==> src/rtl/core/prq_pkg.sv <==
`default_nettype none

package prq_pkg;

    localparam int unsigned RT_W          = 32;
    localparam int unsigned ID_PORT_W     = 6;
    localparam int unsigned BASE_W        = 4;
    localparam int unsigned LVL_PORT_W    = 4;
    localparam int unsigned PEN_W         = 3;
    localparam int unsigned LVL_SUM_W     = 5;
    localparam int unsigned DECAY_SHIFT   = 2;

    localparam logic [PEN_W-1:0] MAX_PENALTY   = 3'd5;
    localparam logic [RT_W-1:0]  QUANTUM_RESET = 32'd13333;

    localparam logic CMD_PUSH = 1'b0;
    localparam logic CMD_POP  = 1'b1;

    typedef enum logic [1:0] {
        S_IDLE,
        S_CALC,
        S_APPLY
    } t_state;

    typedef struct packed {
        logic push;
        logic pop;
    } t_cell_op;

endpackage

`default_nettype wire

==> src/rtl/core/prq_in_if.sv <==
`default_nettype none

interface prq_in_if
    import prq_pkg::*;
();
    logic                   valid;
    logic                   ready;
    logic                   cmd;
    logic [ID_PORT_W-1:0]   task_id;
    logic [BASE_W-1:0]      base_priority;
    logic [RT_W-1:0]        run_time;

    modport source (
        output valid, cmd, task_id, base_priority, run_time,
        input  ready
    );

    modport sink (
        input  valid, cmd, task_id, base_priority, run_time,
        output ready
    );
endinterface

`default_nettype wire

==> src/rtl/core/prq_out_if.sv <==
`default_nettype none

interface prq_out_if
    import prq_pkg::*;
();
    logic                   valid;
    logic                   ready;
    logic [ID_PORT_W-1:0]   popped_id;
    logic                   popped_valid;
    logic [RT_W-1:0]        run_time_out;
    logic [LVL_PORT_W-1:0]  level_used;
    logic                   rejected;

    modport source (
        output valid, popped_id, popped_valid, run_time_out, level_used, rejected,
        input  ready
    );

    modport sink (
        input  valid, popped_id, popped_valid, run_time_out, level_used, rejected,
        output ready
    );
endinterface

`default_nettype wire

==> src/rtl/core/prq_cell.sv <==
`default_nettype none

module prq_cell
    import prq_pkg::*;
#(
    parameter int unsigned ID_W  = 6,
    parameter int unsigned LVL_W = 4
) (
    input  wire logic             i_clk,
    input  wire logic             i_rst_n,
    input  wire t_cell_op         i_op,
    input  wire logic [ID_W-1:0]  i_new_id,
    input  wire logic [LVL_W-1:0] i_new_lvl,
    input  wire logic             i_prev_valid,
    input  wire logic [ID_W-1:0]  i_prev_id,
    input  wire logic [LVL_W-1:0] i_prev_lvl,
    input  wire logic             i_prev_after,
    input  wire logic             i_next_valid,
    input  wire logic [ID_W-1:0]  i_next_id,
    input  wire logic [LVL_W-1:0] i_next_lvl,
    output logic                  o_valid,
    output logic [ID_W-1:0]       o_id,
    output logic [LVL_W-1:0]      o_lvl,
    output logic                  o_after
);

    logic             r_valid;
    logic [ID_W-1:0]  r_id;
    logic [LVL_W-1:0] r_lvl;
    logic             n_valid;
    logic [ID_W-1:0]  n_id;
    logic [LVL_W-1:0] n_lvl;
    logic             after;

    assign after = !r_valid || (r_lvl > i_new_lvl);

    always_comb begin
        n_valid = r_valid;
        n_id    = r_id;
        n_lvl   = r_lvl;
        priority if (i_op.pop) begin
            n_valid = i_next_valid;
            n_id    = i_next_id;
            n_lvl   = i_next_lvl;
        end else if (i_op.push && after) begin
            if (i_prev_after) begin
                n_valid = i_prev_valid;
                n_id    = i_prev_id;
                n_lvl   = i_prev_lvl;
            end else begin
                n_valid = 1'b1;
                n_id    = i_new_id;
                n_lvl   = i_new_lvl;
            end
        end
    end

    always_ff @(posedge i_clk) begin
        if (!i_rst_n) begin
            r_valid <= 1'b0;
        end else begin
            r_valid <= n_valid;
        end
    end

    always_ff @(posedge i_clk) begin
        r_id  <= n_id;
        r_lvl <= n_lvl;
    end

    assign o_valid = r_valid;
    assign o_id    = r_id;
    assign o_lvl   = r_lvl;
    assign o_after = after;

endmodule

`default_nettype wire

==> src/rtl/core/prq_penalty.sv <==
`default_nettype none

module prq_penalty
    import prq_pkg::*;
(
    input  wire logic            i_clk,
    input  wire logic            i_rst_n,
    input  wire logic            i_load,
    input  wire logic            i_step,
    input  wire logic [RT_W-1:0] i_rt,
    input  wire logic [RT_W-1:0] i_q,
    output logic                 o_done,
    output logic                 o_exceed,
    output logic [PEN_W-1:0]     o_pen
);

    logic [RT_W-1:0]  r_rem;
    logic [PEN_W-1:0] r_pen;
    logic             r_exceed;
    logic [RT_W:0]    diff;
    logic             q_zero;

    assign diff   = {1'b0, r_rem} - {1'b0, i_q};
    assign q_zero = (i_q == '0);
    assign o_done = !r_exceed || q_zero || (r_pen == MAX_PENALTY) || diff[RT_W];

    always_ff @(posedge i_clk) begin
        if (!i_rst_n) begin
            r_pen    <= '0;
            r_exceed <= 1'b0;
        end else if (i_load) begin
            r_pen    <= '0;
            r_exceed <= (i_rt > i_q);
        end else if (i_step && !o_done) begin
            r_pen    <= r_pen + PEN_W'(1);
        end
    end

    always_ff @(posedge i_clk) begin
        if (i_load) begin
            r_rem <= i_rt;
        end else if (i_step && !o_done) begin
            r_rem <= diff[RT_W-1:0];
        end
    end

    assign o_exceed = r_exceed;
    assign o_pen    = q_zero ? MAX_PENALTY : r_pen;

endmodule

`default_nettype wire

==> src/rtl/core/priority_ready_queue_unit.sv <==
// Steps: the input transfer loads the request and the penalty unit; the penalty unit then
//   takes one quotient step per cycle (capped at five) until it is done and the result slot is free;
//   then the whole cell chain inserts or shifts out and the result is registered.
// A new request is taken only in idle, once the previous one has been applied.
// Reset (synchronous, active low): empties the chain and task flags, quantum set to 13333.
`default_nettype none

module priority_ready_queue_unit
    import prq_pkg::*;
#(
    parameter int unsigned NUM_TASKS  = 64,
    parameter int unsigned NUM_LEVELS = 16
) (
    input  wire logic            i_clk,
    input  wire logic            i_rst_n,
    input  wire logic            i_cfg_we,
    input  wire logic [RT_W-1:0] i_cfg_wdata,
    prq_in_if.sink               i_in,
    prq_out_if.source            o_out
);

    localparam int unsigned ID_W    = $clog2(NUM_TASKS);
    localparam int unsigned LVL_W   = $clog2(NUM_LEVELS);
    localparam int unsigned MAX_LVL = NUM_LEVELS - 1;

    t_state                 r_state;
    t_state                 n_state;
    logic [RT_W-1:0]        r_quantum;
    logic                   r_cmd;
    logic [ID_PORT_W-1:0]   r_id;
    logic [BASE_W-1:0]      r_base;
    logic [RT_W-1:0]        r_rt;
    logic [NUM_TASKS-1:0]   r_queued;

    logic                   r_out_valid;
    logic [ID_PORT_W-1:0]   r_popped_id;
    logic                   r_popped_valid;
    logic [RT_W-1:0]        r_rt_out;
    logic [LVL_PORT_W-1:0]  r_level_used;
    logic                   r_rejected;

    logic                   in_ready;
    logic                   pen_load;
    logic                   pen_step;
    logic                   apply;
    logic                   out_free;
    logic                   pen_done;
    logic                   pen_exceed;
    logic [PEN_W-1:0]       pen;

    logic [ID_W-1:0]        r_idx;
    logic                   out_range;
    logic                   flag_hit;
    logic                   rejected;
    logic                   push_ok;
    logic                   pop_ok;
    logic [LVL_SUM_W-1:0]   lvl_sum;
    logic [LVL_W-1:0]       lvl;
    logic [RT_W-1:0]        rt_out;
    t_cell_op               cell_op;

    logic                   cell_valid [NUM_TASKS];
    logic [ID_W-1:0]        cell_id    [NUM_TASKS];
    logic [LVL_W-1:0]       cell_lvl   [NUM_TASKS];
    logic                   cell_after [NUM_TASKS];
    logic                   head_valid;
    logic [ID_W-1:0]        head_idx;

    always_ff @(posedge i_clk) begin
        if (!i_rst_n) begin
            r_quantum <= QUANTUM_RESET;
        end else if (i_cfg_we) begin
            r_quantum <= i_cfg_wdata;
        end
    end

    assign out_free = !r_out_valid || o_out.ready;

    always_comb begin
        n_state = r_state;
        unique case (r_state)
            S_IDLE:  if (i_in.valid) n_state = S_CALC;
            S_CALC:  if (pen_done && out_free) n_state = S_APPLY;
            S_APPLY: n_state = S_IDLE;
            default: n_state = S_IDLE;
        endcase
    end

    always_comb begin
        in_ready = 1'b0;
        pen_step = 1'b0;
        apply    = 1'b0;
        unique case (r_state)
            S_IDLE:  in_ready = 1'b1;
            S_CALC:  pen_step = 1'b1;
            S_APPLY: apply    = 1'b1;
            default: in_ready = 1'b0;
        endcase
    end

    assign pen_load   = in_ready && i_in.valid;
    assign i_in.ready = in_ready;

    always_ff @(posedge i_clk) begin
        if (!i_rst_n) begin
            r_state <= S_IDLE;
        end else begin
            r_state <= n_state;
        end
    end

    always_ff @(posedge i_clk) begin
        if (pen_load) begin
            r_cmd  <= i_in.cmd;
            r_id   <= i_in.task_id;
            r_base <= i_in.base_priority;
            r_rt   <= i_in.run_time;
        end
    end

    prq_penalty u_penalty (
        .i_clk    (i_clk),
        .i_rst_n  (i_rst_n),
        .i_load   (pen_load),
        .i_step   (pen_step),
        .i_rt     ((i_in.cmd == CMD_POP) ? '0 : i_in.run_time),
        .i_q      (r_quantum),
        .o_done   (pen_done),
        .o_exceed (pen_exceed),
        .o_pen    (pen)
    );

    assign r_idx     = ID_W'(r_id);
    assign out_range = (32'(r_id) >= NUM_TASKS);

    always_comb begin
        flag_hit = out_range ? 1'b0 : r_queued[r_idx];
    end

    assign rejected = out_range || flag_hit;
    assign push_ok  = (r_cmd == CMD_PUSH) && !rejected;
    assign pop_ok   = (r_cmd == CMD_POP) && head_valid;

    assign lvl_sum = LVL_SUM_W'(r_base) + (pen_exceed ? LVL_SUM_W'(pen) : '0);

    always_comb begin
        if (32'(lvl_sum) > MAX_LVL) begin
            lvl = LVL_W'(MAX_LVL);
        end else begin
            lvl = LVL_W'(lvl_sum);
        end
    end

    assign rt_out = pen_exceed ? (r_rt - (r_quantum >> DECAY_SHIFT)) : r_rt;

    assign cell_op.push = apply && push_ok;
    assign cell_op.pop  = apply && pop_ok;

    for (genvar g = 0; g < NUM_TASKS; g++) begin : g_cell
        logic             prev_valid;
        logic [ID_W-1:0]  prev_id;
        logic [LVL_W-1:0] prev_lvl;
        logic             prev_after;
        logic             next_valid;
        logic [ID_W-1:0]  next_id;
        logic [LVL_W-1:0] next_lvl;

        if (g == 0) begin : g_first
            assign prev_valid = 1'b0;
            assign prev_id    = '0;
            assign prev_lvl   = '0;
            assign prev_after = 1'b0;
        end else begin : g_inner
            assign prev_valid = cell_valid[g-1];
            assign prev_id    = cell_id[g-1];
            assign prev_lvl   = cell_lvl[g-1];
            assign prev_after = cell_after[g-1];
        end

        if (g == NUM_TASKS - 1) begin : g_last
            assign next_valid = 1'b0;
            assign next_id    = '0;
            assign next_lvl   = '0;
        end else begin : g_body
            assign next_valid = cell_valid[g+1];
            assign next_id    = cell_id[g+1];
            assign next_lvl   = cell_lvl[g+1];
        end

        prq_cell #(
            .ID_W  (ID_W),
            .LVL_W (LVL_W)
        ) u_cell (
            .i_clk        (i_clk),
            .i_rst_n      (i_rst_n),
            .i_op         (cell_op),
            .i_new_id     (r_idx),
            .i_new_lvl    (lvl),
            .i_prev_valid (prev_valid),
            .i_prev_id    (prev_id),
            .i_prev_lvl   (prev_lvl),
            .i_prev_after (prev_after),
            .i_next_valid (next_valid),
            .i_next_id    (next_id),
            .i_next_lvl   (next_lvl),
            .o_valid      (cell_valid[g]),
            .o_id         (cell_id[g]),
            .o_lvl        (cell_lvl[g]),
            .o_after      (cell_after[g])
        );
    end

    assign head_valid = cell_valid[0];
    assign head_idx   = cell_id[0];

    always_ff @(posedge i_clk) begin
        if (!i_rst_n) begin
            r_queued <= '0;
        end else if (apply) begin
            if (push_ok) begin
                r_queued[r_idx] <= 1'b1;
            end
            if (pop_ok) begin
                r_queued[head_idx] <= 1'b0;
            end
        end
    end

    always_ff @(posedge i_clk) begin
        if (!i_rst_n) begin
            r_out_valid <= 1'b0;
        end else if (apply) begin
            r_out_valid <= 1'b1;
        end else if (o_out.ready) begin
            r_out_valid <= 1'b0;
        end
    end

    always_ff @(posedge i_clk) begin
        if (apply) begin
            if (r_cmd == CMD_POP) begin
                r_popped_id    <= head_valid ? ID_PORT_W'(head_idx) : '0;
                r_popped_valid <= head_valid;
                r_rt_out       <= '0;
                r_level_used   <= '0;
                r_rejected     <= 1'b0;
            end else begin
                r_popped_id    <= '0;
                r_popped_valid <= 1'b0;
                r_rt_out       <= rejected ? r_rt : rt_out;
                r_level_used   <= rejected ? '0 : LVL_PORT_W'(lvl);
                r_rejected     <= rejected;
            end
        end
    end

    assign o_out.valid        = r_out_valid;
    assign o_out.popped_id    = r_popped_id;
    assign o_out.popped_valid = r_popped_valid;
    assign o_out.run_time_out = r_rt_out;
    assign o_out.level_used   = r_level_used;
    assign o_out.rejected     = r_rejected;

    a_apply_free: assert property (@(posedge i_clk) disable iff (!i_rst_n)
        (r_state == S_APPLY) |-> !r_out_valid)
        else $error("result overwritten before transfer");

    a_head_flagged: assert property (@(posedge i_clk) disable iff (!i_rst_n)
        head_valid |-> r_queued[head_idx])
        else $error("head task not flagged as queued");

    a_push_sets: assert property (@(posedge i_clk) disable iff (!i_rst_n)
        (apply && push_ok) |=> r_queued[$past(r_idx)])
        else $error("pushed task not flagged");

    a_pop_clears: assert property (@(posedge i_clk) disable iff (!i_rst_n)
        (apply && pop_ok) |=> !r_queued[$past(head_idx)])
        else $error("popped task still flagged");

    a_chain_sorted: assert property (@(posedge i_clk) disable iff (!i_rst_n)
        cell_valid[1] |-> (cell_valid[0] && (cell_lvl[0] <= cell_lvl[1])))
        else $error("cell chain out of order");

endmodule

`default_nettype wire

==> src/flat_wrapper.sv <==
// flat-port wrapper written by rule: the top's interface ports become plain ports
module priority_ready_queue_unit_flat import prq_pkg::*;
#(
    parameter int unsigned NUM_TASKS  = 64,
    parameter int unsigned NUM_LEVELS = 16
)
  (i_clk, i_rst_n, i_cfg_we, i_cfg_wdata, i_in_valid, i_in_cmd, i_in_task_id, i_in_base_priority, i_in_run_time, i_in_ready, o_out_valid, o_out_popped_id, o_out_popped_valid, o_out_run_time_out, o_out_level_used, o_out_rejected, o_out_ready);
  prq_in_if i_in_i ();
  prq_out_if o_out_i ();
  input  wire logic i_clk;
  input  wire logic i_rst_n;
  input  wire logic i_cfg_we;
  input  wire logic [RT_W-1:0] i_cfg_wdata;
  input wire logic [$bits(i_in_i.valid)-1:0] i_in_valid;
  input wire logic [$bits(i_in_i.cmd)-1:0] i_in_cmd;
  input wire logic [$bits(i_in_i.task_id)-1:0] i_in_task_id;
  input wire logic [$bits(i_in_i.base_priority)-1:0] i_in_base_priority;
  input wire logic [$bits(i_in_i.run_time)-1:0] i_in_run_time;
  output wire logic [$bits(i_in_i.ready)-1:0] i_in_ready;
  output wire logic [$bits(o_out_i.valid)-1:0] o_out_valid;
  output wire logic [$bits(o_out_i.popped_id)-1:0] o_out_popped_id;
  output wire logic [$bits(o_out_i.popped_valid)-1:0] o_out_popped_valid;
  output wire logic [$bits(o_out_i.run_time_out)-1:0] o_out_run_time_out;
  output wire logic [$bits(o_out_i.level_used)-1:0] o_out_level_used;
  output wire logic [$bits(o_out_i.rejected)-1:0] o_out_rejected;
  input wire logic [$bits(o_out_i.ready)-1:0] o_out_ready;
  assign i_in_i.valid = i_in_valid;
  assign i_in_i.cmd = i_in_cmd;
  assign i_in_i.task_id = i_in_task_id;
  assign i_in_i.base_priority = i_in_base_priority;
  assign i_in_i.run_time = i_in_run_time;
  assign i_in_ready = i_in_i.ready;
  assign o_out_valid = o_out_i.valid;
  assign o_out_popped_id = o_out_i.popped_id;
  assign o_out_popped_valid = o_out_i.popped_valid;
  assign o_out_run_time_out = o_out_i.run_time_out;
  assign o_out_level_used = o_out_i.level_used;
  assign o_out_rejected = o_out_i.rejected;
  assign o_out_i.ready = o_out_ready;
  priority_ready_queue_unit #(.NUM_TASKS(NUM_TASKS), .NUM_LEVELS(NUM_LEVELS)) u_core (.i_clk(i_clk), .i_rst_n(i_rst_n), .i_cfg_we(i_cfg_we), .i_cfg_wdata(i_cfg_wdata), .i_in(i_in_i), .o_out(o_out_i));
endmodule
==> config.mk <==
export PLATFORM = sky130hd
export DESIGN_NAME = priority_ready_queue_unit_flat
export DESIGN_NICKNAME = d
export VERILOG_FILES = /design/src/rtl/core/prq_pkg.sv /design/src/rtl/core/prq_in_if.sv /design/src/rtl/core/prq_out_if.sv /design/src/rtl/core/prq_cell.sv /design/src/rtl/core/prq_penalty.sv /design/src/rtl/core/priority_ready_queue_unit.sv /design/src/flat_wrapper.sv
export SDC_FILE = /design/constraint.sdc
export NUM_CORES = 2
export LEC_CHECK = 0
export BUFFER_PORTS_ARGS = -buffer_cell sky130_fd_sc_hd__clkbuf_2
export CAP_MARGIN = 20
export CORE_MARGIN = 1
export CORE_UTILIZATION = 38
export DETAILED_ROUTE_END_ITERATION = 6
export PLACE_DENSITY = 0.53
export SETUP_SLACK_MARGIN = 0.4
export SKIP_LAST_GASP = 1
export SYNTH_ARGS = -nofsm -noshare
export SYNTH_HDL_FRONTEND = slang
export SYNTH_SLANG_ARGS = --single-unit
==> constraint.sdc <==
create_clock -name i_clk -period 9.01 [get_ports i_clk]
set_clock_uncertainty 0.2 [all_clocks]
set_input_delay 1.802 -clock i_clk [delete_from_list [all_inputs] [get_ports i_clk]]
set_output_delay 1.802 -clock i_clk [all_outputs]
set_load 0.02 [all_outputs]
==> impl_results.html <==
<table>
<tr><th>Metric</th><th>Value</th></tr>
<tr><th colspan="2">Run status</th></tr>
<tr><td>Result of the run</td><td>finished, final reports clean</td></tr>
<tr><th colspan="2">CTS</th></tr>
<tr><td>Number of buffers on the longest clock path</td><td>3</td></tr>
<tr><td>Clock transition at the registers of the reported paths</td><td>approximately 0.06 ns</td></tr>
<tr><td>Clk_lat worst skew</td><td>between 0.7 and 0.8 ns</td></tr>
<tr><td>Root buf cell</td><td>sky130_fd_sc_hd__clkbuf_16</td></tr>
<tr><td>TritonCTS buffer count</td><td>~110</td></tr>
<tr><td>Hold buffer count at CTS</td><td>0</td></tr>
<tr><td>Count of instances resized after the clock tree is built</td><td>0</td></tr>
<tr><td>Clock tree from TritonCTS</td><td>yes</td></tr>
<tr><td>Post-CTS Repair Setup Buffers</td><td>0</td></tr>
<tr><td>CTS sink cnt</td><td>around 900</td></tr>
<tr><td>Count of H-tree levels built during CTS</td><td>3</td></tr>
<tr><th colspan="2">Route</th></tr>
<tr><td>Vias after detailed routing</td><td>between 40000 and 50000</td></tr>
<tr><td>Antenna-violating nets left</td><td>0</td></tr>
<tr><td>Routed wire length per instance</td><td>roughly 19 microns</td></tr>
<tr><td>Drt pass-1 iters</td><td>5</td></tr>
<tr><td>Via density per instance</td><td>approximately 5.4</td></tr>
<tr><td>Total length of routed wires</td><td>between 100000 and 150000 microns</td></tr>
<tr><td>Drt first-iter violations</td><td>between 3000 and 4000</td></tr>
<tr><td>Final routed DRC violation total</td><td>0</td></tr>
<tr><th colspan="2">Placed design</th></tr>
<tr><td>Count of port buffers added during placement</td><td>around 130</td></tr>
<tr><td>Half-perimeter wire length after detailed placement</td><td>between 90000 and 100000 microns</td></tr>
<tr><td>Post-Place Cells</td><td>about 7500</td></tr>
<tr><td>Final RePlAce weighted congestion</td><td>between 0.8 and 0.9</td></tr>
<tr><th colspan="2">Global route</th></tr>
<tr><td>Pin count of the biggest net entering global routing</td><td>between 200 and 300</td></tr>
<tr><td>Wire length of the first global-routing pass</td><td>233000 microns</td></tr>
<tr><td>Number of antenna violations at the first check in global routing</td><td>5</td></tr>
<tr><td>Via count of the first global-routing pass</td><td>between 40000 and 50000</td></tr>
<tr><td>Grt total ovfl</td><td>0</td></tr>
<tr><td>Combined global-route utilization of all metal layers</td><td>0.198</td></tr>
<tr><th colspan="2">STA</th></tr>
<tr><td>Final count of hold timing violations</td><td>0</td></tr>
<tr><td>Achievable clock frequency</td><td>about 170 MHz</td></tr>
<tr><td>Slew @ Worst Pin</td><td>between 1 and 1.5 ns</td></tr>
<tr><td>Final max-slew violation count</td><td>0</td></tr>
<tr><td>RSZ-0062 raised after global routing</td><td>no</td></tr>
<tr><td>Setup-violating endpoint count in the final report</td><td>0</td></tr>
<tr><td>Fin crit period</td><td>5.96 ns</td></tr>
<tr><td>Sum Neg Setup Slack</td><td>0 ns</td></tr>
<tr><td>Final Cycle Share</td><td>0.661</td></tr>
<tr><td>Relative max-transition margin</td><td>0.161</td></tr>
<tr><th colspan="2">Synth</th></tr>
<tr><td>Post-Synthesis Net Count</td><td>roughly 6000</td></tr>
<tr><td>Number of distinct standard cells referenced by the synthesized netlist</td><td>74</td></tr>
<tr><td>Ranking of synthesized cells by instance count</td><td>sky130_fd_sc_hd__nand2_1, sky130_fd_sc_hd__o21ai_0, sky130_fd_sc_hd__edfxtp_1</td></tr>
<tr><td>Ranking of synthesized cells by area</td><td>sky130_fd_sc_hd__edfxtp_1, sky130_fd_sc_hd__o21ai_0, sky130_fd_sc_hd__mux2i_1</td></tr>
<tr><td>Async set-reset flop share out of synthesis</td><td>0</td></tr>
<tr><td>Post-synth EDFFs</td><td>749</td></tr>
<tr><td>Average instance area after synthesis</td><td>9.35 sq um</td></tr>
<tr><td>Yosys warns</td><td>0</td></tr>
<tr><td>Share of Yosys cell area claimed by the top area cell type</td><td>0.410</td></tr>
<tr><td>Area of the mapped netlist</td><td>around 55000 sq um</td></tr>
<tr><td>Most used flip-flop cell after synthesis</td><td>sky130_fd_sc_hd__edfxtp_1</td></tr>
<tr><td>Proportion of synthesized chip area in sequential cells</td><td>0.474</td></tr>
<tr><td>Yosys reg bits</td><td>approximately 930</td></tr>
<tr><td>Library cell with the highest instance count after synthesis</td><td>sky130_fd_sc_hd__nand2_1</td></tr>
<tr><td>Post-Syn Instances</td><td>5873</td></tr>
<tr><td>Cell type with the highest aggregate area in the netlist</td><td>sky130_fd_sc_hd__edfxtp_1</td></tr>
<tr><th colspan="2">Worst setup path</th></tr>
<tr><td>Crit Path Max Fanout</td><td>56</td></tr>
<tr><td>Critical Path Source Type</td><td>flop</td></tr>
<tr><td>R2r setup slk</td><td>around 3.1 ns</td></tr>
<tr><td>Reg2Reg Capture Point</td><td>u_core.g_cell[31].u_cell.o_id[5]</td></tr>
<tr><td>Data arrival time of the worst path</td><td>~6.1 ns</td></tr>
<tr><td>Reg2reg path depth</td><td>18</td></tr>
<tr><td>FF-to-FF Start</td><td>u_core.r_quantum[18]</td></tr>
<tr><td>Start-to-end type of the worst setup path</td><td>flop to flop</td></tr>
<tr><td>Required @ worst endpoint</td><td>just over 9 ns</td></tr>
<tr><td>Critical Path End Type</td><td>flop</td></tr>
<tr><th colspan="2">Layout</th></tr>
<tr><td>Area grow syn2layout</td><td>10.1%</td></tr>
<tr><td>Layout net count</td><td>6064</td></tr>
<tr><td>Fraction of layout instances using a drive strength above 1</td><td>0.0756</td></tr>
<tr><td>Count of non-filler cells in the finished layout</td><td>around 7800</td></tr>
<tr><td>Fill count</td><td>around 14000</td></tr>
<tr><th colspan="2">Floorplanning</th></tr>
<tr><td>Ports placed on the boundary</td><td>between 100 and 150</td></tr>
<tr><td>Core ar.</td><td>around 140000 sq um</td></tr>
<tr><td>Starting density of the core</td><td>0.383</td></tr>
<tr><td>Die area</td><td>~150000 sq um</td></tr>
<tr><td>Number of rows in the core area</td><td>~140</td></tr>
<tr><td>Vertical extent of the die</td><td>roughly 380 microns</td></tr>
<tr><td>X dimension of the die</td><td>between 300 and 400 microns</td></tr>
<tr><th colspan="2">Pwr</th></tr>
<tr><td>Power density relative to cell area</td><td>approximately 180 nW/um^2</td></tr>
<tr><td>Maximum resistive drop on vdd</td><td>roughly 0.16 mV</td></tr>
<tr><td>Leakage power figure</td><td>roughly 0.023 uW</td></tr>
<tr><th colspan="2">Run</th></tr>
<tr><td>Reported max-cap violation count</td><td>0</td></tr>
<tr><th colspan="2">Worst hold path</th></tr>
<tr><td>Endpoint of the worst hold path</td><td>u_core.r_queued[60]</td></tr>
<tr><td>Type of the tightest min-delay check</td><td>flop to flop</td></tr>
<tr><td>Launch point of the worst hold path</td><td>u_core.r_queued[60]</td></tr>
<tr><td>Worst Hold Path Cells</td><td>2</td></tr>
</table>
==> metal layers <==
layer | wire length, microns | GRT usage | vias up | share of wire
met5 | 0 | 0 | - | 0
met4 | 2750 | 0.0493 | 0 | 0.018
met3 | 6450 | 0.0233 | 166 | 0.043
met2 | 64700 | 0.301 | 917 | 0.43
met1 | 74900 | 0.296 | 20108 | 0.50
li1 | - | - | 20739 | -
==> final cells by class <==
type | count | area, sq um | share of cell area
Clock buffer | 147 | 3010 | 0.0499
Tap cell | 1903 | 2380 | 0.0394
Antenna cell | 1 | 2.50 | 0.0000414
Multi-Input combinational cell | 4351 | 26500 | 0.439
Timing Repair Buffer | 177 | 1090 | 0.0181
Sequential cell | 926 | 26000 | 0.431
Inverter | 189 | 713 | 0.0118
Clock inverter | 56 | 667 | 0.0110
==> worst max-delay path by stage <==
stage / startpoint / to / slack, ns / cells after the start
after floorplan: u_core.r_quantum[0] / u_core.g_cell[0].u_cell.o_id[0] / 2.70 / 20
after global placement: u_core.r_quantum[16] / u_core.g_cell[31].u_cell.o_id[0] / 3.10 / 18
after global routing: u_core.r_quantum[21] / u_core.g_cell[33].u_cell.o_id[4] / 2.63 / 18
final: u_core.r_quantum[18] / u_core.g_cell[31].u_cell.o_id[5] / 3.05 / 18
after detailed placement: u_core.r_quantum[17] / u_core.g_cell[32].u_cell.o_id[0] / 3.05 / 18
after CTS: u_core.r_quantum[17] / u_core.g_cell[31].u_cell.o_id[5] / 3.03 / 18
==> cells in the final DEF (no fill, tap or decap), types with 12 or more instances in the layout <==
cell,count
sky130_fd_sc_hd__nand2_1,918
sky130_fd_sc_hd__o21ai_0,815
sky130_fd_sc_hd__edfxtp_1,749
sky130_fd_sc_hd__nor2_1,497
sky130_fd_sc_hd__a21oi_1,485
sky130_fd_sc_hd__mux2i_1,379
sky130_fd_sc_hd__ha_1,227
sky130_fd_sc_hd__inv_1,183
sky130_fd_sc_hd__dfxtp_1,177
sky130_fd_sc_hd__nand3_1,143
sky130_fd_sc_hd__maj3_1,128
sky130_fd_sc_hd__clkbuf_2,124
sky130_fd_sc_hd__clkbuf_16,111
sky130_fd_sc_hd__xnor2_1,93
sky130_fd_sc_hd__xor2_1,90
sky130_fd_sc_hd__nor2b_1,77
sky130_fd_sc_hd__a21boi_0,67
sky130_fd_sc_hd__a32oi_1,63
sky130_fd_sc_hd__o21ai_2,60
sky130_fd_sc_hd__buf_4,47
sky130_fd_sc_hd__a21o_1,28
sky130_fd_sc_hd__clkbuf_1,26
sky130_fd_sc_hd__nand2b_1,25
sky130_fd_sc_hd__clkinv_2,21
sky130_fd_sc_hd__a211oi_1,20
sky130_fd_sc_hd__nor3_1,20
sky130_fd_sc_hd__and3_1,17
sky130_fd_sc_hd__o211ai_1,17
sky130_fd_sc_hd__nand4_1,14
sky130_fd_sc_hd__and2_1,13
sky130_fd_sc_hd__nor4_1,13
sky130_fd_sc_hd__clkinv_1,13
sky130_fd_sc_hd__bufinv_16,12
==> report_power, final <==
part / internal, uW / total, uW / switching, uW
logic: 513 / 1410 / 894
registers: 4800 / 4900 / 101
clock network: 2690 / 4570 / 1880
==> worst max-delay path, stage by stage, from the launching register on <==
cell and delay, ns:
sky130_fd_sc_hd__dfxtp_1 0.33, sky130_fd_sc_hd__nor4_1 0.36, sky130_fd_sc_hd__nand4_1 0.31, sky130_fd_sc_hd__nor2_1 0.23
sky130_fd_sc_hd__o21a_1 0.15, sky130_fd_sc_hd__ha_1 0.20, sky130_fd_sc_hd__fa_1 0.24, sky130_fd_sc_hd__a21o_1 0.19
sky130_fd_sc_hd__nand2_1 0.12, sky130_fd_sc_hd__nand2b_4 0.71, sky130_fd_sc_hd__buf_4 0.61, sky130_fd_sc_hd__ha_1 0.24
sky130_fd_sc_hd__inv_1 0.05, sky130_fd_sc_hd__maj3_1 0.34, sky130_fd_sc_hd__maj3_1 0.36, sky130_fd_sc_hd__a21oi_1 0.19
sky130_fd_sc_hd__o21ai_2 0.24, sky130_fd_sc_hd__nand2_1 0.16, sky130_fd_sc_hd__nand2_1 0.29
==> registers in the layout, indices dropped and copies added, names as in the netlist <==
register	flops
u_core.u_penalty.o_exceed	1
u_core.o_out.valid	1
u_core.g_cell.u_cell.o_lvl	256
u_core.g_cell.u_cell.o_valid	64
u_core.u_penalty.r_pen	3
u_core.o_out.run_time_out	32
u_core.r_rt	32
u_core.r_base	4
u_core.u_penalty.r_rem	32
u_core.r_quantum	32
u_core.o_out.rejected	1
u_core.r_id	6
u_core.r_state	2
u_core.o_out.popped_id	6
u_core.o_out.level_used	4
u_core.r_queued	64
u_core.r_cmd	1
u_core.o_out.popped_valid	1
u_core.g_cell.u_cell.o_id	384
==> per-stage QoR <==
step	setup slack (ns)	total power [uW]	util	instance area, sq um	hold slack, ns
2_1_floorplan	2.70	5990	-	54900	0.243
3_3_place_gp	3.10	6370	0.395	56700	0.257
6_report	3.05	10900	0.421	60400	0.275
4_1_cts	3.03	11000	0.421	60400	0.277
3_5_place_dp	3.05	6380	0.395	56700	0.264
5_1_grt	2.63	11300	0.421	60400	0.300
==> cell families (layout without fill, tap and decap cells) <==
group,count (synthesis),count (layout),share of synthesized area
AO/OA/AOI/OAI,1641,1641,0.169
buffers and inverters,596,569,0.0436
XOR/XNOR,183,183,0.0292
other,0,1,0
AND/OR/NAND/NOR,1782,1782,0.136
flip-flops,926,926,0.474
multiplexers,387,387,0.0716
adder cells (fa/ha/maj),358,358,0.0762
(Power assumes the default switching activity.)
